===== config.mk =====
export PLATFORM = sky130hd
export DESIGN_NAME = dht_modu
export DESIGN_NICKNAME = d
export VERILOG_FILES = /design/src/design/dht_modu.sv
export SDC_FILE = /design/constraint.sdc
export NUM_CORES = 1
export LEC_CHECK = 0
export ABC_AREA = 1
export BUFFER_PORTS_ARGS = -buffer_cell sky130_fd_sc_hd__buf_2
export CORE_AREA = 4 4 110 86
export DETAILED_ROUTE_END_ITERATION = 8
export DIE_AREA = 0 0 114 90
export PLACE_DENSITY = 0.66
export SLEW_MARGIN = 20
export SYNTH_ARGS = -nofsm -noshare
export SYNTH_HDL_FRONTEND = slang
export SYNTH_SLANG_ARGS = --single-unit

===== constraint.sdc =====
create_clock -name clk -period 7.85 [get_ports clk]
set_input_delay 1.57 -clock clk [delete_from_list [all_inputs] [get_ports clk]]
set_output_delay 1.57 -clock clk [all_outputs]
set_load 0.02 [all_outputs]

===== src/design/dht_modu.sv =====
// ----------------------------------------------------------------------------
// dht_modu
// Shared restoring remainder unit: 32-bit dividend, 16-bit divisor, one bit
// a cycle; done rises when the remainder is complete.
// ----------------------------------------------------------------------------
`default_nettype none
module dht_modu (
  input  wire logic        clk,
  input  wire logic        rst,
  input  wire logic        start,
  input  wire logic [31:0] dividend,
  input  wire logic [15:0] divisor,
  output logic             done,
  output logic [15:0]      remainder
);
  logic [31:0] dvd;
  logic [16:0] rem;
  logic [5:0]  cnt;
  logic        busy;
  logic [16:0] trial;

  assign trial = {rem[15:0], dvd[31]};
  assign remainder = rem[15:0];

  always_ff @(posedge clk) begin
    if (rst) begin
      busy <= 1'b0;
      done <= 1'b0;
      cnt  <= '0;
    end else begin
      done <= 1'b0;
      if (start) begin
        busy <= 1'b1;
        cnt  <= '0;
        dvd  <= dividend;
        rem  <= '0;
      end else if (busy) begin
        dvd <= {dvd[30:0], 1'b0};
        rem <= (trial >= {1'b0, divisor}) ? trial - {1'b0, divisor} : trial;
        cnt <= cnt + 6'd1;
        if (cnt == 6'd31) begin
          busy <= 1'b0;
          done <= 1'b1;
        end
      end
    end
  end

`ifndef SYNTHESIS
  a_no_done_idle: assert property (@(posedge clk) disable iff (rst)
    done |-> $past(busy)) else $error("remainder done without work");
  a_rem_lt: assert property (@(posedge clk) disable iff (rst)
    done |-> rem < {1'b0, divisor}) else $error("remainder not reduced");
  a_cnt: assert property (@(posedge clk) disable iff (rst)
    !busy |-> !$past(start) || $past(rst)) else $error("start lost");
`endif
endmodule
`default_nettype wire

After elaboration in Yosys (flattened, before gate mapping)
Index checks and enable logic that the tools add are counted.
- multiplexer cells: 8
- $lt $le $gt $ge: 1
- bitwise gates (word level): 2
- add/subtract/negate cells: 2
- reductions and logical operators: 4
- eq/ne operators: 1
- operator list (operator ; count):
    $mux W32 ; 2
    $mux W16 ; 2
    $ge A17 B16 Y1 ; 1
    $sub A16 B16 Y16 ; 1
    $add A6 B1 Y6 const B ; 1
    $eq A6 B5 Y1 const B ; 1
    $mux W1 ; 4
    $reduce_or A3 Y1 ; 1
    $not A1 Y1 ; 2
    $reduce_and A2 Y1 ; 1
    $reduce_bool A2 Y1 ; 1
    $reduce_or A2 Y1 ; 1
- register bits: 56
- output and inout port bits: 17
- input port bits: 51

Depth between registers and ports, before layout
Gate-level depths: netlist (run 1).
- word-level depth: 4
- depth in mapped cells: 15

Least setup slack after synthesis (run 1)
OpenSTA, ideal clock, no wires.
- path type: input port to flip-flop
- start: input port start
- end: register busy
- cell stages on the path: 5
- data required time: 7.780 ns
- path buffers: 1
- data arrival time: 4.684 ns
- path slack: 3.095 ns
- cell sequence: clkbuf_1 > inv_1 > a21oi_1 > o21ai_0 > inv_1
- word-level cells in the longest chain between the ends: 1
- RTL lines (element ; line ; RTL):
    start: declaration ; 10 ; input wire logic start,
    $mux W1 ; 32 ; if (start) begin
    end signal: assignment ; 27 ; busy <= 1'b0;
    end signal: assignment ; 33 ; busy <= 1'b1;
    end signal: assignment ; 42 ; busy <= 1'b0;
    end: declaration ; 19 ; logic busy;
No other way between the ends.
A chain may end at the register's enable or synchronous reset.

Final worst setup path (run 1)
- start: input port divisor[12]
- end: register rem[13], data pin
- word-level cells in the longest chain between the ends: 3
- RTL lines (element ; line ; RTL):
    start: declaration ; 12 ; input wire logic [15:0] divisor,
    $sub A16 B16 Y16 or $ge A17 B16 Y1 (tied branches) ; 39 ; rem <= (trial >= {1'b0, divisor}) ? trial - {1'b0, divisor} : trial;
    $mux W16 (*) ; 39 ;
    $mux W16 (*) ; 37 ; end else if (busy) begin
    end signal: assignment ; 39 ;
    end: declaration ; 17 ; logic [16:0] rem;
Mark *: on every way between the ends. The rest lies on a longest branch, timed or not. The select of a mux whose other input is x is not followed.

==> qor.yml, run 1 <==
outcome:
  status: "completed"
worst_setup_path:
  cp-end-kind: "flip-flop"
  required_ps: 8000
  path_max_fanout: 13
  cp-start-kind: "primary input"
  cp_data_arrival_time_ps: 3390
  worstSetupPathType: "in2reg"
floorplan:
  io_pins: 68
  die_y_um: 90
  start_util_pct: 44.20
  fp-row-count: 29
  coreArea_um2: 8346
  die_w_um: 114
  die-area_um2: 10260
min_path:
  hold_class: "reg2reg"
synth:
  ys_warn_count: 0
  syn_nets: 568
  synth.avg_cell_area_um2: 7.392
  synthCells: 499
  synth-edff-count: 48
  ys.flop_type: "edfxtp_1"
  synth_seq_cells: 56
  syn-cell-area_um2: 3689
  synth-async-reset-ratio_pct: 0
  synth_cell_types: 32
  seq_area_frac_synth_pct: 43.42
sta:
  rsz0062_at_grt: "false"
  fin_crit_ps: 3236
  tns_ps: 0
  hold_viol_final: 0
  slew_headroom_pct: 58.11
  fin_worst_skew_ps: 3.056
  post-route-period-util_pct: 41.22
  fmax_mhz: 309.0
  setup_viol: 0
  worstMarginPinSlew_ps: 628.3
  slew_violations: 0
routing:
  wl_per_cell_um: 12.87
  ant_nets: 0
  dr.pass1.iters: 5
  drc: 0
  dr_total_vias: 3153
  dr.first_iter.drc_count: 201
  wirelength_um: 8638
  viasPerCell: 4.699
global_route:
  grt_pass1_vias: 2944
  grt_pass1_wl_um: 14070
  grt_remaining_overflow: 0
  globalRouteTotalUtil_pct: 16.63
  grt_max_degree: 49
  grt_antenna_before_repair: 0
final_layout:
  final_cells: 671
  area_growth_pct: 16.18
  drive_gt1_share_pct: 18.65
  diodes: 0
  final_cell_mix: "nand2_1, inv_1, buf_2, edfxtp_1, nor2_1"
  nNetsFinal: 631
  final_common_cell: "nand2_1"
pwr:
  finalPower_w: 0.0008444
  ir_drop_v: 0.0001620
  powerDensity_nw_per_um2: 197.0
  p_leak_nw: 2.239
placed_design:
  hpwl_um: 6476
  gp_congestion: 0.9412
  io_buffers: 67
  dpl.cell_count: 663
clock_tree:
  clock_sinks: 56
  clkLatencyLatePin_ps: 290
  cts_buffer_depth: 2
  ctsHtreeMaxLevel: 2
  cts_made_buffers: 5
  path_clk_slew_ps: 80
  post_cts_buffers: 0
  cts_tree: "built"
  cts_root_buf: "clkbuf_16"
  postCtsResizedCells: 0
  cts_hold_buf: 0
job:
  max-cap-violations: 0
## state kept, by name (all words and copies together) (netlist names)
| signal | cells |
|---|---|
| dvd | 32 |
| rem | 16 |
| cnt | 6 |
| busy | 1 |
| done | 1 |
## layer usage
layer  global-route usage, %  vias to the layer above  part of all wire (%)
met5                       0                        -                     0
met4                   2.077                        0                  0.27
met3                   2.550                        2                   6.3
met2                   24.56                       79                    44
met1                   26.18                     1394                    50
li1                        -                     1678                     -
## final timing paths
| check | from | end | slack (ps) | cells after the start |
|---|---|---|---|---|
| min reg2reg | cnt[5]$_SDFFE_PP0P_ | cnt[5]$_SDFFE_PP0P_ | 470 | 2 |
| min | cnt[5]$_SDFFE_PP0P_ | cnt[5]$_SDFFE_PP0P_ | 470 | 2 |
| max reg2reg | rem[11]$_SDFFCE_PP0P_ | rem[13]$_SDFFCE_PP0P_ | 5550 | 12 |
| max | divisor[12] | rem[13]$_SDFFCE_PP0P_ | 4610 | 14 |
## cells by family after synthesis
kind of cell / share of synthesized area (%)
adder cells (fa/ha/maj): 6.309
AO/OA/AOI/OAI: 2.951
XOR/XNOR: 1.425
AND/OR/NAND/NOR: 36.36
flip-flops: 43.42
buffers and inverters: 9.532
## critical path, cell delays in order
cell and delay (ps):
buf_2 80, inv_1 30, ha_1 350, nand2_1 120, inv_1 60, nand2_1 60
nand2_1 60, nand2_1 60, nand2_1 70, nor2_4 360, nand2_4 150, inv_4 220
nor2_1 90, nor2_1 90
## through the flow
step                      setup slack, ps  hold slack, ps  util, %  cell area, um^2
after floorplan                      3095           438.8        -             3689
after global placement               4388           448.2    49.34             4118
after global routing                 4450           515.4    51.35             4285
after CTS                            4648           470.2    51.35             4285
after detailed placement             4354           458.7    49.34             4118
final                                4614           473.1    51.35             4285
## power breakdown
part           leakage (nW)  switching (W)  internal, W
clock network        0.0815       0.000109     0.000152
logic                  1.63       0.000142    0.0000793
registers             0.530      0.0000112     0.000350
total                  2.24       0.000262     0.000582
## cells in the mapped netlist, types with 2 or more instances
| cell type | n | area share (%) |
|---|---|---|
| nand2_4 | 2 | 0.61 |
| nor3_1 | 3 | 0.41 |
| a21oi_1 | 13 | 1.8 |
| nor2_2 | 14 | 2.4 |
| nand3_1 | 14 | 1.9 |
| xnor2_1 | 3 | 0.71 |
| buf_1 | 3 | 0.31 |
| edfxtp_1 | 48 | 39 |
| clkbuf_1 | 5 | 0.51 |
| ha_1 | 17 | 5.8 |
| nand2_2 | 4 | 0.68 |
| o21ai_0 | 6 | 0.81 |
| nor2_1 | 37 | 3.8 |
| inv_1 | 72 | 7.3 |
| nor2_4 | 2 | 0.61 |
| nand3_2 | 2 | 0.54 |
| dfxtp_1 | 8 | 4.3 |
| xor2_1 | 3 | 0.71 |
| nand3b_1 | 11 | 2.2 |
| nand2_1 | 210 | 21 |
| buf_2 | 3 | 0.41 |
| nand4_1 | 6 | 1.0 |
| buf_6 | 2 | 0.61 |
| and2_1 | 2 | 0.34 |
| inv_2 | 2 | 0.20 |
## final cells by class
cell class	instances	area (um^2)
Clock buffer	6	128.9
Clock inverter	2	38.79
Fill cell	816	4060
Inverter	75	284.0
Multi-Input combinational cell	355	1747
Sequential cell	56	1602
Tap cell	108	135.1
Timing Repair Buffer	69	350.3
No activity file was read; power rests on OpenSTA's default activity.
==> run 2: changes to the inputs <==
PLACE_DENSITY = 0.68   (was 0.66)
clock period = 2.8 ns   (was 7.85 ns; I/O delays follow)
==> qor.yml, run 2 (synthesis results as in run 1) <==
outcome:
  status: "completed"
worst_setup_path:
  r2r_setup_slack_ps: 550
  path_max_fanout: 13
  cp_data_arrival_time_ps: 2310
  cp-end-kind: "flip-flop"
  r2r_cells: 10
  required_ps: 2860
  cp-start-kind: "flip-flop"
  worstSetupPathType: "reg2reg"
  r2r_end: "rem[13]$_SDFFCE_PP0P_"
  rr_startpoint: "rem[6]$_SDFFCE_PP0P_"
clock_tree:
  path_clk_slew_ps: 80
  cts_hold_buf: 0
  ctsHtreeMaxLevel: 2
  cts_buffer_depth: 2
  clock_sinks: 56
  post_cts_buffers: 0
  postCtsResizedCells: 0
  cts_root_buf: "clkbuf_16"
  clkLatencyLatePin_ps: 300
  cts_made_buffers: 5
  cts_tree: "built"
placed_design:
  io_buffers: 67
  gp_congestion: 0.9223
  hpwl_um: 6633
final_layout:
  area_growth_pct: 16.21
  drive_gt1_share_pct: 19.26
  reg_top3: "dvd: 32 flops, rem: 16 flops, cnt: 6 flops"
  final_cell_mix: "nand2_1, inv_1, buf_2, edfxtp_1, nor2_1"
  nFillCells: 837
  final_common_cell: "nand2_1"
  largest_reg_flops: 32
  diodes: 0
  nNetsFinal: 634
  largest-register: "dvd"
floorplan:
  coreArea_um2: 8346
  io_pins: 68
  die-area_um2: 10260
  die_w_um: 114
  die_y_um: 90
  start_util_pct: 44.20
  fp-row-count: 29
global_route:
  use_met2_pct: 26.71
  use_met3_pct: 2.752
  grt_busiest_layer: "met2"
  grt_max_degree: 48
  grt_remaining_overflow: 0
  grt_antenna_before_repair: 0
  use_met1_pct: 24.61
  grt_pass1_wl_um: 14210
  globalRouteTotalUtil_pct: 17.06
  grt_pass1_vias: 2969
pwr:
  p_sw_w: 0.0007472
  finalPower_w: 0.002289
  p_seq_share_pct: 44.3
  powerDensity_nw_per_um2: 534.0
  comb_power_share_pct: 27.0
  power.internal_w: 0.001542
  ir_drop_v: 0.0003213
  swShare_pct: 32.64
  p_leak_nw: 2.241
  pwr-share-clk_pct: 28.7
sta:
  rsz0062_at_grt: "false"
  slew_headroom_pct: 68.86
  slew_violations: 0
  fmax_mhz: 443.9
  tns_ps: 0
  fin_worst_skew_ps: 12.54
  post-route-period-util_pct: 80.46
  setup_viol: 0
  hold_viol_final: 0
  fin_crit_ps: 2253
  worstMarginPinSlew_ps: 467.1
routing:
  dr.pass1.iters: 4
  dr_total_vias: 3191
  ant_nets: 0
  drc: 0
  wirelength_um: 8658
  viasPerCell: 4.734
  wl_per_cell_um: 12.85
  dr.first_iter.drc_count: 151
min_path:
  hold_class: "reg2reg"
  min_path_cells: 2
  hp-start: "cnt[5]$_SDFFE_PP0P_"
  whs_endpoint: "cnt[5]$_SDFFE_PP0P_"
job:
  max-cap-violations: 0
==> run 2: cell types whose count changed in the layout (fill, tap and decap cells not counted) <==
| cell | previous run | this run |
|---|---|---|
| clkinvlp_4 | 0 | 1 |
| clkbuf_1 | 1 | 0 |
| clkinv_2 | 0 | 1 |
| buf_4 | 2 | 5 |
| bufinv_16 | 1 | 0 |
==> run 2: how the worst max path moves through the flow <==
stage / slack [ps] / from / endpoint
after detailed placement: 300 / divisor[2] / rem[11]$_SDFFCE_PP0P_
after global routing: 360 / rem[10]$_SDFFCE_PP0P_ / rem[14]$_SDFFCE_PP0P_
final: 550 / rem[6]$_SDFFCE_PP0P_ / rem[13]$_SDFFCE_PP0P_
after CTS: 510 / rem[10]$_SDFFCE_PP0P_ / rem[11]$_SDFFCE_PP0P_
after global placement: 360 / divisor[2] / rem[14]$_SDFFCE_PP0P_
after floorplan: 150 / start / dvd[0]$_SDFFCE_PN0P_
==> run 2: cell type report <==
type                       instances  area [um^2]  share of cell area, %
multi-input combinational        355         1747                  40.75
tap                              108        135.1                  3.152
timing repair buffer              72        372.9                  8.698
clock inverter                     3        21.27                 0.4962
inverter                          75        284.0                  6.626
sequential                        56         1602                  37.36
clock buffer                       5        125.1                  2.919
==> run 2: layer usage <==
| layer | share of wire [%] | vias up |
|---|---|---|
| met3 | 6.0 | 6 |
| li1 | - | 1684 |
| met5 | 0 | - |
| met4 | 0.75 | 0 |
| met2 | 45 | 83 |
| met1 | 48 | 1418 |
==> run 2: power groups by stage <==
| stage | logic (W) | clock network [W] | registers (W) |
|---|---|---|---|
| after detailed placement | 0.000619 | 0 | 0.00103 |
| final | 0.000618 | 0.000658 | 0.00101 |
| after global routing | 0.000700 | 0.000706 | 0.00102 |
| after global placement | 0.000609 | 0 | 0.00103 |
| after floorplan | 0.000435 | 0 | 0.00105 |
| after CTS | 0.000623 | 0.000673 | 0.00101 |
==> run 2: stage by stage <==
stage / cells / worst slack (ps) / hold WS [ps] / instance area [um^2] / util [%]
6_report: 674 / 547.0 / 470.9 / 4287 / 51.36
5_1_grt: 674 / 362.0 / 510.3 / 4287 / 51.36
4_1_cts: 674 / 511.7 / 471.6 / 4287 / 51.36
3_5_place_dp: 666 / 295.9 / 460.4 / 4140 / 49.61
3_3_place_gp: 666 / 359.1 / 448.9 / 4140 / 49.61
2_1_floorplan: 499 / 151.2 / 438.8 / 3692 / -
==> run 2: worst max-delay path, stage by stage (launching register included) <==
cell	delay, ps
edfxtp_1	480
ha_1	430
nand2_2	110
nor2_2	150
nand2_1	100
nor2_2	160
nor2_4	110
nand2_4	140
inv_4	110
nor2_1	160
nor2_1	50
